**config.mk**
```make
export PLATFORM = sky130hd
export DESIGN_NAME = adt_entry_mem
export DESIGN_NICKNAME = d
export VERILOG_FILES = /design/src/adt_pkg.sv /design/src/adt_entry_mem.sv
export SDC_FILE = /design/constraint.sdc
export NUM_CORES = 1
export LEC_CHECK = 0
export ABC_CLOCK_PERIOD_IN_PS = 9700
export BUFFER_PORTS_ARGS = -buffer_cell sky130_fd_sc_hd__clkbuf_2
export CORE_AREA = 2 2 215 302
export CTS_CLUSTER_SIZE = 30
export DETAILED_ROUTE_END_ITERATION = 6
export DIE_AREA = 0 0 217 304
export PLACE_DENSITY = 0.85
export SETUP_SLACK_MARGIN = 0.05
export SLEW_MARGIN = 20
export SYNTH_ARGS = -nofsm -noshare
export SYNTH_HDL_FRONTEND = slang
export SYNTH_SLANG_ARGS = --single-unit
```
**constraint.sdc**
```tcl
create_clock -name i_clk -period 9.7 [get_ports i_clk]
set_input_delay 1.94 -clock i_clk [delete_from_list [all_inputs] [get_ports i_clk]]
set_output_delay 1.94 -clock i_clk [all_outputs]
set_load 0.02 [all_outputs]
```
**src/adt_pkg.sv**
```systemverilog
// alarm debounce table: shared types, codes and constants
// used by every module of the block; no dependencies
package adt_pkg;

    localparam int NUM_ALARMS_DEF = 32;
    localparam int IDX_W          = 5;
    localparam int RUN_W          = 8;
    localparam int SCAN_W         = 6;
    localparam int CNT_W          = 32;
    localparam int ID_W           = 16;

    localparam logic [RUN_W-1:0]  RUN_MAX  = {RUN_W{1'b1}};
    localparam logic [SCAN_W-1:0] SCAN_MAX = {SCAN_W{1'b1}};

    typedef enum logic {
        OP_LOAD   = 1'b0,
        OP_SAMPLE = 1'b1
    } t_opcode;

    typedef enum logic [1:0] {
        EV_NONE  = 2'd0,
        EV_RAISE = 2'd1,
        EV_CLEAR = 2'd2
    } t_event;

    // input item
    typedef struct packed {
        t_opcode              opcode;
        logic [IDX_W-1:0]     alarm_index;
        logic                 raw_active;
        logic                 first_of_scan;
        logic [RUN_W-1:0]     occur_threshold;
        logic [RUN_W-1:0]     clear_threshold;
        logic                 no_clear;
        logic [ID_W-1:0]      instance_id;
    } t_in;

    // result item
    typedef struct packed {
        logic [IDX_W-1:0]     report_index;
        t_event               event_res;
        logic [ID_W-1:0]      report_id;
        logic                 qualified_state;
        logic [SCAN_W-1:0]    raised_in_scan;
        logic [SCAN_W-1:0]    cleared_in_scan;
        logic [CNT_W-1:0]     ticks_asserted;
        logic [CNT_W-1:0]     ticks_deasserted;
        logic [CNT_W-1:0]     raise_total;
        logic [CNT_W-1:0]     clear_total;
        logic [CNT_W-1:0]     uptime_ticks;
    } t_out;

    // per-alarm debounce state, one word of the state memory
    typedef struct packed {
        logic                 qualified;
        logic [RUN_W-1:0]     raise_run;
        logic [RUN_W-1:0]     clear_run;
        logic [CNT_W-1:0]     asserted_ticks;
        logic [CNT_W-1:0]     deasserted_ticks;
        logic [CNT_W-1:0]     raise_count;
        logic [CNT_W-1:0]     clear_count;
    } t_stat;

    // per-alarm configuration, one word of the entry memory
    typedef struct packed {
        logic [RUN_W-1:0]     occur_threshold;
        logic [RUN_W-1:0]     clear_threshold;
        logic                 no_clear;
        logic [ID_W-1:0]      instance_id;
    } t_entry;

    // outcome of one evaluation, handed to the top level
    typedef struct packed {
        t_event               ev;
        logic                 raised;
        logic                 cleared;
    } t_eval_flags;

    function automatic logic [RUN_W-1:0] run_inc(input logic [RUN_W-1:0] v);
        return (v == RUN_MAX) ? RUN_MAX : v + RUN_W'(1);
    endfunction

    function automatic logic [SCAN_W-1:0] scan_inc(input logic [SCAN_W-1:0] v);
        return (v == SCAN_MAX) ? SCAN_MAX : v + SCAN_W'(1);
    endfunction

endpackage

```
**src/adt_entry_mem.sv**
```systemverilog
// alarm entry memory: thresholds, no-clear flag and instance id per alarm
// synchronous registered read; uses adt_pkg
module adt_entry_mem #(
    parameter int DEPTH = adt_pkg::NUM_ALARMS_DEF,
    parameter int AW    = 5
) (
    input  logic               i_clk,
    input  logic               i_rd_en,
    input  logic [AW-1:0]      i_rd_addr,
    input  logic               i_wr_en,
    input  logic [AW-1:0]      i_wr_addr,
    input  adt_pkg::t_entry    i_wr_data,
    output adt_pkg::t_entry    o_rd_data
);

    adt_pkg::t_entry r_mem [DEPTH];
    adt_pkg::t_entry r_rd_data;

    always_ff @(posedge i_clk) begin
        if (i_wr_en) begin
            r_mem[i_wr_addr] <= i_wr_data;
        end
        if (i_rd_en) begin
            r_rd_data <= r_mem[i_rd_addr];
        end
    end

    assign o_rd_data = r_rd_data;

endmodule

```
## Yosys cells after proc, flatten, opt, wreduce, memory -nomap -nowiden

Memory sizes are Yosys's and may differ from the RTL's. A register that Yosys moved wholly into a read port is not among the register bits.
Cells that the tools add are included.

| word-level totals | value |
|---|---|
| RAM bits | 1056 |
| memories kept | 1 |
| output and inout port bits | 33 |
| bits of input ports | 46 |
| bits in registers | 0 |
| word-level logic and storage cells | 3 |

Memory list:

| name | words | bits a word | read ports | clocked after memory_dff | wr ports | line | source |
|---|---|---|---|---|---|---|---|
| r_mem | 32 | 33 | 1 | 1 | 1 | adt_entry_mem.sv:16 | `adt_pkg::t_entry r_mem [DEPTH];` |

| cells by class | value |
|---|---|
| multiplexer cells | 2 |

Operators by type and width:

| operator | count |
|---|---|
| $mux W1 | 2 |

## Longest topological paths before layout

| depth | value |
|---|---|
| word-level depth | 2 |
| depth in mapped cells | 8 |
| mapped depth without buffers | 5 |

## Worst setup path before layout

Ideal clock, no wire load.

| timing | value |
|---|---|
| path kind | in2reg |
| from | input i_wr_addr[1] |
| to | memory r_mem[12][0] (netlist name) (enable) |
| arrival time | 3.994 ns |
| slack | 5.283 ns |
| data required time | 9.277 ns |
| stages | 3 |
| setup time | 0.423 ns |
| cell sequence | or3b_2 clkbuf_1 nor2_1 |

RTL lines:

| item | line | source |
|---|---|---|
| start: declaration | adt_entry_mem.sv:11 | `input logic [AW-1:0] i_wr_addr,` |
| end: declaration | adt_entry_mem.sv:16 |  |

Straight into the memory's write port.

==> flow_metrics.py <==
metrics = {
    "die": {
        "coreArea_um2": 63590,
        "rows": 110,
        "ioPinCount": 79,
        "die_h_um": 304,
        "fp.dieArea_um2": 65970,
        "initial_core_util_pct": 66.28,
        "dieWidth_um": 217,
    },
    "synth": {
        "synth_edf_count": 1089,
        "syn_avg_cell_area_um2": 18.07,
        "synth_cells": 2332,
        "synth_cell_type_count": 24,
        "syn_nets": 2378,
        "ys_seq_area_share_pct": 77.59,
        "async_reset_ff_share_pct": 0,
        "ys_ff_latch": 1089,
        "synth_ff_type": "edfxtp_1",
        "synth_area_um2": 42140,
        "yosysWarnings": 0,
    },
    "global_routing": {
        "grt_usage_pct": 32.10,
        "grt_max_degree": 152,
        "grt_pass1_vias": 23230,
        "grt_first_pass_wirelength_um": 152200,
        "antenna_found_initial": 2,
        "overflow": 0,
    },
    "worst_setup_path": {
        "r2r-end": "o_rd_data[21]",
        "critPathMaxStageDelay_ps": 790,
        "cp_max_fo": 151,
        "crit_family": "buffers and inverters",
        "crit_type": "primary input to flop",
        "cp-start-kind": "primary input",
        "cp_data_arrival_time_ps": 4690,
        "r2r_slack_ps": 8010,
        "r2r_cells": 5,
        "cp_num_buf_inv": 2,
        "cp_cell_sequence": "buf_8, buf_12, mux2i_1, a22o_1, nor3_1, a31oi_1, nand3_1",
        "worstPathRequired_ps": 10100,
        "cp-end-kind": "flop",
        "r2r-start": "r_mem[5][21]",
        "crit_slowest_cell": "buf_12",
    },
    "place": {
        "port_buffers": 78,
        "gp_congestion": 0.7889,
        "placed_area_um2": 43440,
        "hpwl_um": 52510,
    },
    "sta": {
        "worst_pin_slew_ps": 1164,
        "finalClockSkew_ps": 24.03,
        "finalSetupViolations": 0,
        "post-route-period-util_pct": 44.26,
        "setup_tns_ps": 0,
        "period_minus_slack_ps": 4293,
        "hold_violations": 0,
        "fmax_mhz": 233.0,
        "maxSlewViolCount": 0,
        "fin_hold_ws_ps": 688.0,
        "slew_headroom_pct": 22.41,
        "grt_setup_unrepaired": "false",
    },
    "detailed_routing": {
        "vias": 23202,
        "drc": 0,
        "totalWireLength_um": 106000,
        "first_iter_violations": 3382,
        "viasPerCell": 6.993,
        "routedWlPerCell_um": 31.95,
        "firstDrtPassIters": 6,
        "postRouteAntennaNets": 0,
    },
    "outcome": {
        "status": "complete, no violations",
    },
    "finish": {
        "final_core_util_pct": 72.80,
        "fill_cells": 3473,
        "final_net_count": 2460,
        "areaGrowthSynthToFinish_pct": 9.839,
        "final_area_um2": 46290,
        "drive_above_1_share_pct": 11.71,
        "layout_commonest_cell": "edfxtp_1",
        "final_cell_mix": "1,089 x edfxtp_1, 528 x mux2i_1, 101 x nand3_1, 101 x nand2_1",
    },
    "clock_network": {
        "cts_made_buffers": 90,
        "cts_setup_buffers": 0,
        "clk_latency_ps": 660,
        "root_buffer": "clkbuf_16",
        "hold_buffers": 0,
        "cts_resized": 0,
        "clk_pin_slew_ps": 70,
        "cts.path.max_buffers": 3,
        "cts_tree": "done",
        "htreeDepth": 3,
        "cts.sinks": 1089,
    },
    "power_and_ir_drop": {
        "p_leak_nw": 16.03,
        "cellPowerDensity_nw_per_um2": 201.8,
        "ir_drop_mv": 0.1465,
    },
    "hold_path": {
        "min_to": "o_rd_data[27]",
        "min_from": "r_mem[16][27]",
        "min_path_type": "flop to flop",
        "holdPathStages": 4,
    },
    "job": {
        "cap_viol_max_count": 0,
    },
}
-- worst max path at each step --
| stage | cells after the start | endpoint | startpoint | slack (ps) |
|---|---|---|---|---|
| floorplan | 3 | r_mem[12][0] | i_wr_addr[1] | 5280 |
| global placement | 7 | o_rd_data[19] | i_rd_addr[0] | 4890 |
| detailed placement | 7 | o_rd_data[20] | i_rd_addr[0] | 4720 |
| CTS | 7 | o_rd_data[20] | i_rd_addr[0] | 5410 |
| global route | 7 | o_rd_data[0] | i_rd_addr[0] | 5340 |
| finish | 7 | o_rd_data[0] | i_rd_addr[0] | 5410 |
-- area by class of cell --
cell class	count	area (um2)	area share (%)
clock buffers	105	2372	5.125
repair buffers	124	824.5	1.781
multi-input cells	1109	8864	19.15
clock inverters	50	475.5	1.027
well taps	840	1051	2.270
diodes	1	2.502	0.005406
flip-flops and latches	1089	32700	70.64
-- synth_stat cells (all sizes together) (33+ instances only) --
cell type     n  area [um2]
edfxtp     1089       32700
mux2i       528        5285
nand2       101       379.1
nand3       101       505.5
a21oi        99       495.5
a22oi        99       743.2
buf          92       684.4
a22o         66       578.1
clkbuf       42       165.1
nor2         34       127.6
a31oi        33       206.5
nor3         33       165.2
-- state kept, by name (all words and copies together), names as in the netlist --
name       flops
o_rd_data     33
r_mem       1056
-- kinds of logic (layout without fill, tap and decap cells) --
kind of cell	Yosys count	count (layout)	synth area share [%]
simple gates	284	284	3.049
compound gates	297	297	4.801
other cells	0	1	0
buf+inv	134	279	2.016
mux	528	528	12.54
flops	1089	1089	77.59
-- worst min-delay path, stage by stage (launching register included) --
cell      delay [ps]
edfxtp_1         320
mux2i_1           70
nand2_1           70
a31oi_1           70
nand3_1           70
-- where the power goes --
group          internal (mW)  leakage, nW  switching (mW)  total [mW]
Sequential              5.25         9.84          0.0233        5.27
Clock                   1.98         1.39            1.59        3.58
Combinational          0.150         4.81           0.339       0.489
-- through the flow --
step / power, mW / setup WS, ps / std cells
2_1_floorplan: 5.657 / 5283 / 2332
3_3_place_gp: 5.823 / 4885 / 3162
3_5_place_dp: 5.847 / 4717 / 3162
4_1_cts: 9.328 / 5408 / 3317
5_1_grt: 9.524 / 5342 / 3318
6_report: 9.341 / 5407 / 3318
-- routing by layer --
layer / vias up / global-route usage (%) / routed length [um]
li1: 9413 / - / -
met4: 2 / 18.29 / 6381
met3: 400 / 5.117 / 11160
met1: 11561 / 40.96 / 35640
met2: 1826 / 52.83 / 52820
met5: - / 0 / 11
Note: power is estimated with default switching activity, not from simulation.
