$ cat src/adt_pkg.sv
// alarm debounce table: shared types, codes and constants
// used by every module of the block; no dependencies
package adt_pkg;

    localparam int NUM_ALARMS_DEF = 32;
    localparam int IDX_W          = 5;
    localparam int RUN_W          = 8;
    localparam int SCAN_W         = 6;
    localparam int CNT_W          = 32;
    localparam int ID_W           = 16;

    localparam logic [RUN_W-1:0]  RUN_MAX  = {RUN_W{1'b1}};
    localparam logic [SCAN_W-1:0] SCAN_MAX = {SCAN_W{1'b1}};

    typedef enum logic {
        OP_LOAD   = 1'b0,
        OP_SAMPLE = 1'b1
    } t_opcode;

    typedef enum logic [1:0] {
        EV_NONE  = 2'd0,
        EV_RAISE = 2'd1,
        EV_CLEAR = 2'd2
    } t_event;

    // input item
    typedef struct packed {
        t_opcode              opcode;
        logic [IDX_W-1:0]     alarm_index;
        logic                 raw_active;
        logic                 first_of_scan;
        logic [RUN_W-1:0]     occur_threshold;
        logic [RUN_W-1:0]     clear_threshold;
        logic                 no_clear;
        logic [ID_W-1:0]      instance_id;
    } t_in;

    // result item
    typedef struct packed {
        logic [IDX_W-1:0]     report_index;
        t_event               event_res;
        logic [ID_W-1:0]      report_id;
        logic                 qualified_state;
        logic [SCAN_W-1:0]    raised_in_scan;
        logic [SCAN_W-1:0]    cleared_in_scan;
        logic [CNT_W-1:0]     ticks_asserted;
        logic [CNT_W-1:0]     ticks_deasserted;
        logic [CNT_W-1:0]     raise_total;
        logic [CNT_W-1:0]     clear_total;
        logic [CNT_W-1:0]     uptime_ticks;
    } t_out;

    // per-alarm debounce state, one word of the state memory
    typedef struct packed {
        logic                 qualified;
        logic [RUN_W-1:0]     raise_run;
        logic [RUN_W-1:0]     clear_run;
        logic [CNT_W-1:0]     asserted_ticks;
        logic [CNT_W-1:0]     deasserted_ticks;
        logic [CNT_W-1:0]     raise_count;
        logic [CNT_W-1:0]     clear_count;
    } t_stat;

    // per-alarm configuration, one word of the entry memory
    typedef struct packed {
        logic [RUN_W-1:0]     occur_threshold;
        logic [RUN_W-1:0]     clear_threshold;
        logic                 no_clear;
        logic [ID_W-1:0]      instance_id;
    } t_entry;

    // outcome of one evaluation, handed to the top level
    typedef struct packed {
        t_event               ev;
        logic                 raised;
        logic                 cleared;
    } t_eval_flags;

    function automatic logic [RUN_W-1:0] run_inc(input logic [RUN_W-1:0] v);
        return (v == RUN_MAX) ? RUN_MAX : v + RUN_W'(1);
    endfunction

    function automatic logic [SCAN_W-1:0] scan_inc(input logic [SCAN_W-1:0] v);
        return (v == SCAN_MAX) ? SCAN_MAX : v + SCAN_W'(1);
    endfunction

endpackage

$ cat src/adt_eval.sv
// debounce update of one alarm: tick counts, run counters, raise and clear
// pure combinational; uses adt_pkg
module adt_eval (
    input  logic                  i_sample,
    input  logic                  i_raw,
    input  adt_pkg::t_stat        i_stat,
    input  adt_pkg::t_entry       i_entry,
    output adt_pkg::t_stat        o_stat,
    output adt_pkg::t_eval_flags  o_flags
);

    always_comb begin
        o_stat          = i_stat;
        o_flags.ev      = adt_pkg::EV_NONE;
        o_flags.raised  = 1'b0;
        o_flags.cleared = 1'b0;
        if (i_sample) begin
            if (i_raw) begin
                o_stat.asserted_ticks = i_stat.asserted_ticks + adt_pkg::CNT_W'(1);
            end else begin
                o_stat.deasserted_ticks = i_stat.deasserted_ticks + adt_pkg::CNT_W'(1);
            end

            if (i_stat.qualified != i_raw) begin
                if (i_raw) begin
                    o_stat.raise_run = adt_pkg::run_inc(i_stat.raise_run);
                    o_stat.clear_run = '0;
                    if (o_stat.raise_run == i_entry.occur_threshold) begin
                        o_flags.ev         = adt_pkg::EV_RAISE;
                        o_flags.raised     = 1'b1;
                        o_stat.qualified   = 1'b1;
                        o_stat.raise_count = i_stat.raise_count + adt_pkg::CNT_W'(1);
                    end
                end else if (!i_entry.no_clear) begin
                    o_stat.clear_run = adt_pkg::run_inc(i_stat.clear_run);
                    o_stat.raise_run = '0;
                    if (o_stat.clear_run == i_entry.clear_threshold) begin
                        o_flags.ev         = adt_pkg::EV_CLEAR;
                        o_flags.cleared    = 1'b1;
                        o_stat.qualified   = 1'b0;
                        o_stat.clear_count = i_stat.clear_count + adt_pkg::CNT_W'(1);
                    end
                end
            end else if (i_stat.qualified) begin
                o_stat.clear_run = '0;
            end else begin
                o_stat.raise_run = '0;
            end
        end
    end

endmodule

$ cat config.mk
export PLATFORM = sky130hd
export DESIGN_NAME = adt_eval
export DESIGN_NICKNAME = d
export VERILOG_FILES = /design/src/adt_pkg.sv /design/src/adt_eval.sv
export SDC_FILE = /design/constraint.sdc
export NUM_CORES = 1
export LEC_CHECK = 0
export BUFFER_PORTS_ARGS = -buffer_cell sky130_fd_sc_hd__buf_2
export CAP_MARGIN = 10
export CORE_AREA = 2 2 129 131
export DETAILED_ROUTE_END_ITERATION = 8
export DIE_AREA = 0 0 131 133
export PLACE_DENSITY_LB_ADDON = 0.1
export SLEW_MARGIN = 20
export SYNTH_ARGS = -nofsm -noshare
export SYNTH_HDL_FRONTEND = slang
export SYNTH_SLANG_ARGS = --single-unit
export TNS_END_PERCENT = 20
$ cat constraint.sdc
create_clock -name vclk -period 3
set_clock_uncertainty 0.05 [all_clocks]
set_input_delay 0.3 -clock vclk [all_inputs]
set_output_delay 0.3 -clock vclk [all_outputs]
set_load 0.03 [all_outputs]
==> Word level (Yosys, flattened, before mapping) <==
Index checks and enable logic that the tools add are counted.
{ "op_classes": {"bitwise": 0, "n_shift": 0, "mul": 0, "div_mod_pow": 0, "eq_ne": 5, "mux": 29, "reduce_logical": 0, "n_addsub": 6, "order_cmp": 0} }
{ "ops": {"columns": ["operator", "count"], "rows": [
  ["two-way mux 32 bit", 7],
  ["two-way mux 145 bit", 1],
  ["adder 32 x 1 -> 32 bit (second input constant)", 4],
  ["two-way mux 64 bit", 1],
  ["two-way mux 17 bit", 2],
  ["two-way mux 8 bit", 4],
  ["adder 8 x 1 -> 8 bit (second input constant)", 2],
  ["equality test 8 bit", 2],
  ["equality test 8 bit (second input constant)", 2],
  ["two-way mux 16 bit", 1],
  ["two-way mux 2 bit", 4],
  ["two-way mux 4 bit", 2],
  ["two-way mux 1 bit", 7],
  ["inequality test 1 bit", 1]
]} }
{ "word_totals": {"inputBits": 180, "n_memories": 0, "romBits": 0, "ff_bits": 0, "ramBits": 0, "wordCells": 40, "latch_bits": 0} }

==> Longest topological paths before layout <==
{ "depth": {"word_depth": 8, "mapped_depth": 11, "depth_no_buf": 8} }

==> Least setup slack after synthesis <==
No wires, ideal clock.
{ "synth_path": {"path_kind": "input -> output", "from": "in i_stat[128] (netlist name)", "to": "out o_flags[3] (netlist name)", "stages": 7, "setup_slack_ps": -313, "t_arrival_ps": 2963, "path_cell_list": "ha_1 > or4b_1 > o21ai_0 > a32oi_1 > nor4_1 > nor4b_1 > buf_4"} }
{ "synth_rtl": {"columns": ["item", "line", "source"], "rows": [
  ["start, declared", "adt_eval.sv:6", "input adt_pkg::t_stat i_stat,"],
  ["end, declared", "adt_eval.sv:9", "output adt_pkg::t_eval_flags o_flags"]
]} }

==> summary.txt <==
Cells and area
  • Combined area of the multi-input logic cells: 4140 µm²
  • Seq. cell area: 0 µm²
  • Final core utilization: 0.415
  • Number of nets in the final layout: 1,159
  • Layout overhead on the synthesized area: 69.2%
  • Filler cells: 1,806
  • Layout clock buffer count: 0
  • Final standard cell area without fillers: 6710 µm²
  • Fraction of layout instances using a drive strength above 1: 0.467
  • Seq_cells: 0

Pwr
  • Worst ir drop on vdd: 0.0568 mV
  • Areal power density over the cells: 140 nW/µm²
  • P_leak: 3.13 nW

STA
  • Portion of the clock cycle consumed by the worst path in the final layout: 1.01
  • Count of endpoints failing hold in the final timing report: 0
  • Setup violators final: 5
  • Slew of the pin with the lowest slew margin: 0.619 ns
  • Headroom to the max-slew limit: 0.584
  • Final count of pins violating max slew: 0
  • Worst setup slack after layout: -0.0411 ns
  • Worst Hold Slack: 0.852 ns
  • Tmin final: 3.04 ns
  • Fmax achieved: 329 MHz
  • Setup repair after global routing missed its margin: true

Floorplanning
  • Initial standard-cell utilization of the core: 0.245
  • Total die area: 17,400 µm²
  • Number of placed I/O pins: 329
  • Die extent in x: 131 µm
  • Die height: 133 µm
  • Site Rows: 47
  • Core ar.: 16,200 µm²

Clock network
  • Hold-fix buffer count after cts: 0

Routing
  • DR DRC count: 0
  • Total Routed Length: 17,900 µm
  • Number of nets with antenna violations after detailed routing: 0
  • Wire length per cell after detailed routing: 15.0 µm
  • DRC marker count from the first detailed-route iteration: 149
  • First-pass detailed-route iteration total: 4
  • Vias after detailed routing: 5,885
  • Routed via count divided by cell count: 4.93

Critical path
  • Peak fanout along the critical path: 8
  • CP Launch Type: input port
  • Worst Setup End Kind: output port
  • Start-to-end type of the worst setup path: input port to output port
  • Arrival time reported for the critical path endpoint: 2.69 ns
  • Data required, critical path: 2.65 ns

Placement
  • Detailed placer's ending HPWL: 15,000 µm
  • Worst-case setup slack after placement: -0.341 ns
  • Routability Congestion: 0.873
  • Count of port buffers added during placement: 313
  • Instance area at placement: 6190 µm²

Synthesis
  • Top post-synthesis cells by count: 91 x sky130_fd_sc_hd__xor2_1, 73 x sky130_fd_sc_hd__nand2_1, 62 x sky130_fd_sc_hd__nand3_1
  • Net Count, Synth: 810
  • Mean Syn Cell Area: 6.35 µm²
  • Cells after Synth: 624
  • Syn. warnings: 0
  • Register area share after synthesis: 0
  • Area share of the leading cell type in the synthesized netlist: 0.201
  • Leading post-synthesis cells by cell area: sky130_fd_sc_hd__xor2_1 20%, sky130_fd_sc_hd__xnor2_1 11%, sky130_fd_sc_hd__nand3_1 7.8%
  • Count leader, synth: sky130_fd_sc_hd__xor2_1
  • Leading area contributor after synthesis: sky130_fd_sc_hd__xor2_1
  • Library cells used by synthesis: 60
  • Combined area of all synthesized cells: 3960 µm²

Worst hold path
  • Min-delay worst type: input port to output port

GRT
  • Overflow after GRT: 0
  • Via count of the first global-routing pass: 5,387
  • Pin count of the biggest net entering global routing: 32
  • Initial antenna violation count: 3
  • Wire length of the first global-routing pass: 27,000 µm
  • Tot GR Track Use: 0.187

Flow run
  • Number of violations of the max-capacitance limit: 0

Run status
  • Violations in the final reports: setup timing
  • Status: complete, but fails checks
## kinds of logic (layout without fill, tap and decap cells)
family,after synthesis,count (layout),synth area share
buffers and inverters,42,389,0.0470
other,0,2,0
multiplexers,6,6,0.0164
AND/OR/NAND/NOR,368,368,0.507
XOR/XNOR,139,139,0.307
AO/OA/AOI/OAI,63,63,0.103
adder cells (fa/ha/maj),6,6,0.0189
## path summary, 6_finish.rpt
| path | cells after the start | to | slack (ns) | from |
|---|---|---|---|---|
| max | 12 | o_stat[21] | -0.04 | i_stat[128] |
| min | 3 | o_stat[31] | 0.85 | i_stat[31] |
## metal layers
layer,global-route usage,up-vias,share of wire
met2,0.347,218,0.50
met4,0.0331,2,0.020
met1,0.225,2681,0.40
met5,0,-,0.00073
met3,0.0319,22,0.082
li1,-,2962,-
## report_power, final
part,leakage (nW),switching (W),internal [W]
Clock,0.0000127,0,0.0000000000897
Sequential,0,0,0
Combinational,3.13,0.000599,0.000338
## cell usage in the layout (no fill, tap or decap), types with 6 or more instances in the layout
| cell type | Yosys | routed |
|---|---|---|
| sky130_fd_sc_hd__nor3_2 | 1 | 22 |
| sky130_fd_sc_hd__and4_1 | 7 | 6 |
| sky130_fd_sc_hd__inv_1 | 13 | 13 |
| sky130_fd_sc_hd__o21ai_0 | 16 | 15 |
| sky130_fd_sc_hd__nor3_1 | 54 | 28 |
| sky130_fd_sc_hd__xor2_1 | 91 | 86 |
| sky130_fd_sc_hd__or3_1 | 6 | 6 |
| sky130_fd_sc_hd__and3_1 | 24 | 24 |
| sky130_fd_sc_hd__xnor2_1 | 48 | 48 |
| sky130_fd_sc_hd__nand2_1 | 73 | 73 |
| sky130_fd_sc_hd__nor4_2 | 11 | 16 |
| sky130_fd_sc_hd__buf_4 | 2 | 84 |
| sky130_fd_sc_hd__nand4_1 | 31 | 31 |
| sky130_fd_sc_hd__buf_6 | 1 | 8 |
| sky130_fd_sc_hd__nand3_1 | 62 | 62 |
| sky130_fd_sc_hd__nor2_1 | 52 | 51 |
| sky130_fd_sc_hd__a21oi_1 | 15 | 15 |
| sky130_fd_sc_hd__buf_2 | 11 | 277 |
## final cells by class
cell class | instances | area share
inverters | 14 | 0.00784
diodes | 2 | 0.000746
well taps | 220 | 0.0411
multi-input cells | 582 | 0.617
repair buffers | 375 | 0.334
## repair_timing
item	CTS	global route
cloned	2	0
resized for setup	62	50
buffers inserted	3	0
pin swaps	13	28
endpoints found under the setup margin	35	65
## per-stage QoR
step / total power [W] / setup TNS (ns) / std cells
2_1_floorplan: 0.000504 / -1.53 / 624
3_3_place_gp: 0.000896 / -7.33 / 1186
3_5_place_dp: 0.000892 / -8.11 / 1186
4_1_cts: 0.000926 / -1.42 / 1191
5_1_grt: 0.00101 / -3.51 / 1193
6_report: 0.000937 / -0.0883 / 1193
## worst max-delay path, cell delays in order
cell	delay [ns]
sky130_fd_sc_hd__buf_8	0.10
sky130_fd_sc_hd__ha_4	0.23
sky130_fd_sc_hd__or4b_4	0.51
sky130_fd_sc_hd__o21ai_2	0.08
sky130_fd_sc_hd__a32oi_2	0.09
sky130_fd_sc_hd__nor4_2	0.33
sky130_fd_sc_hd__nand4_1	0.15
sky130_fd_sc_hd__buf_6	0.17
sky130_fd_sc_hd__buf_12	0.15
sky130_fd_sc_hd__nor4_4	0.22
sky130_fd_sc_hd__xor2_1	0.17
sky130_fd_sc_hd__buf_4	0.18
Power figures use the tool's default switching activity.
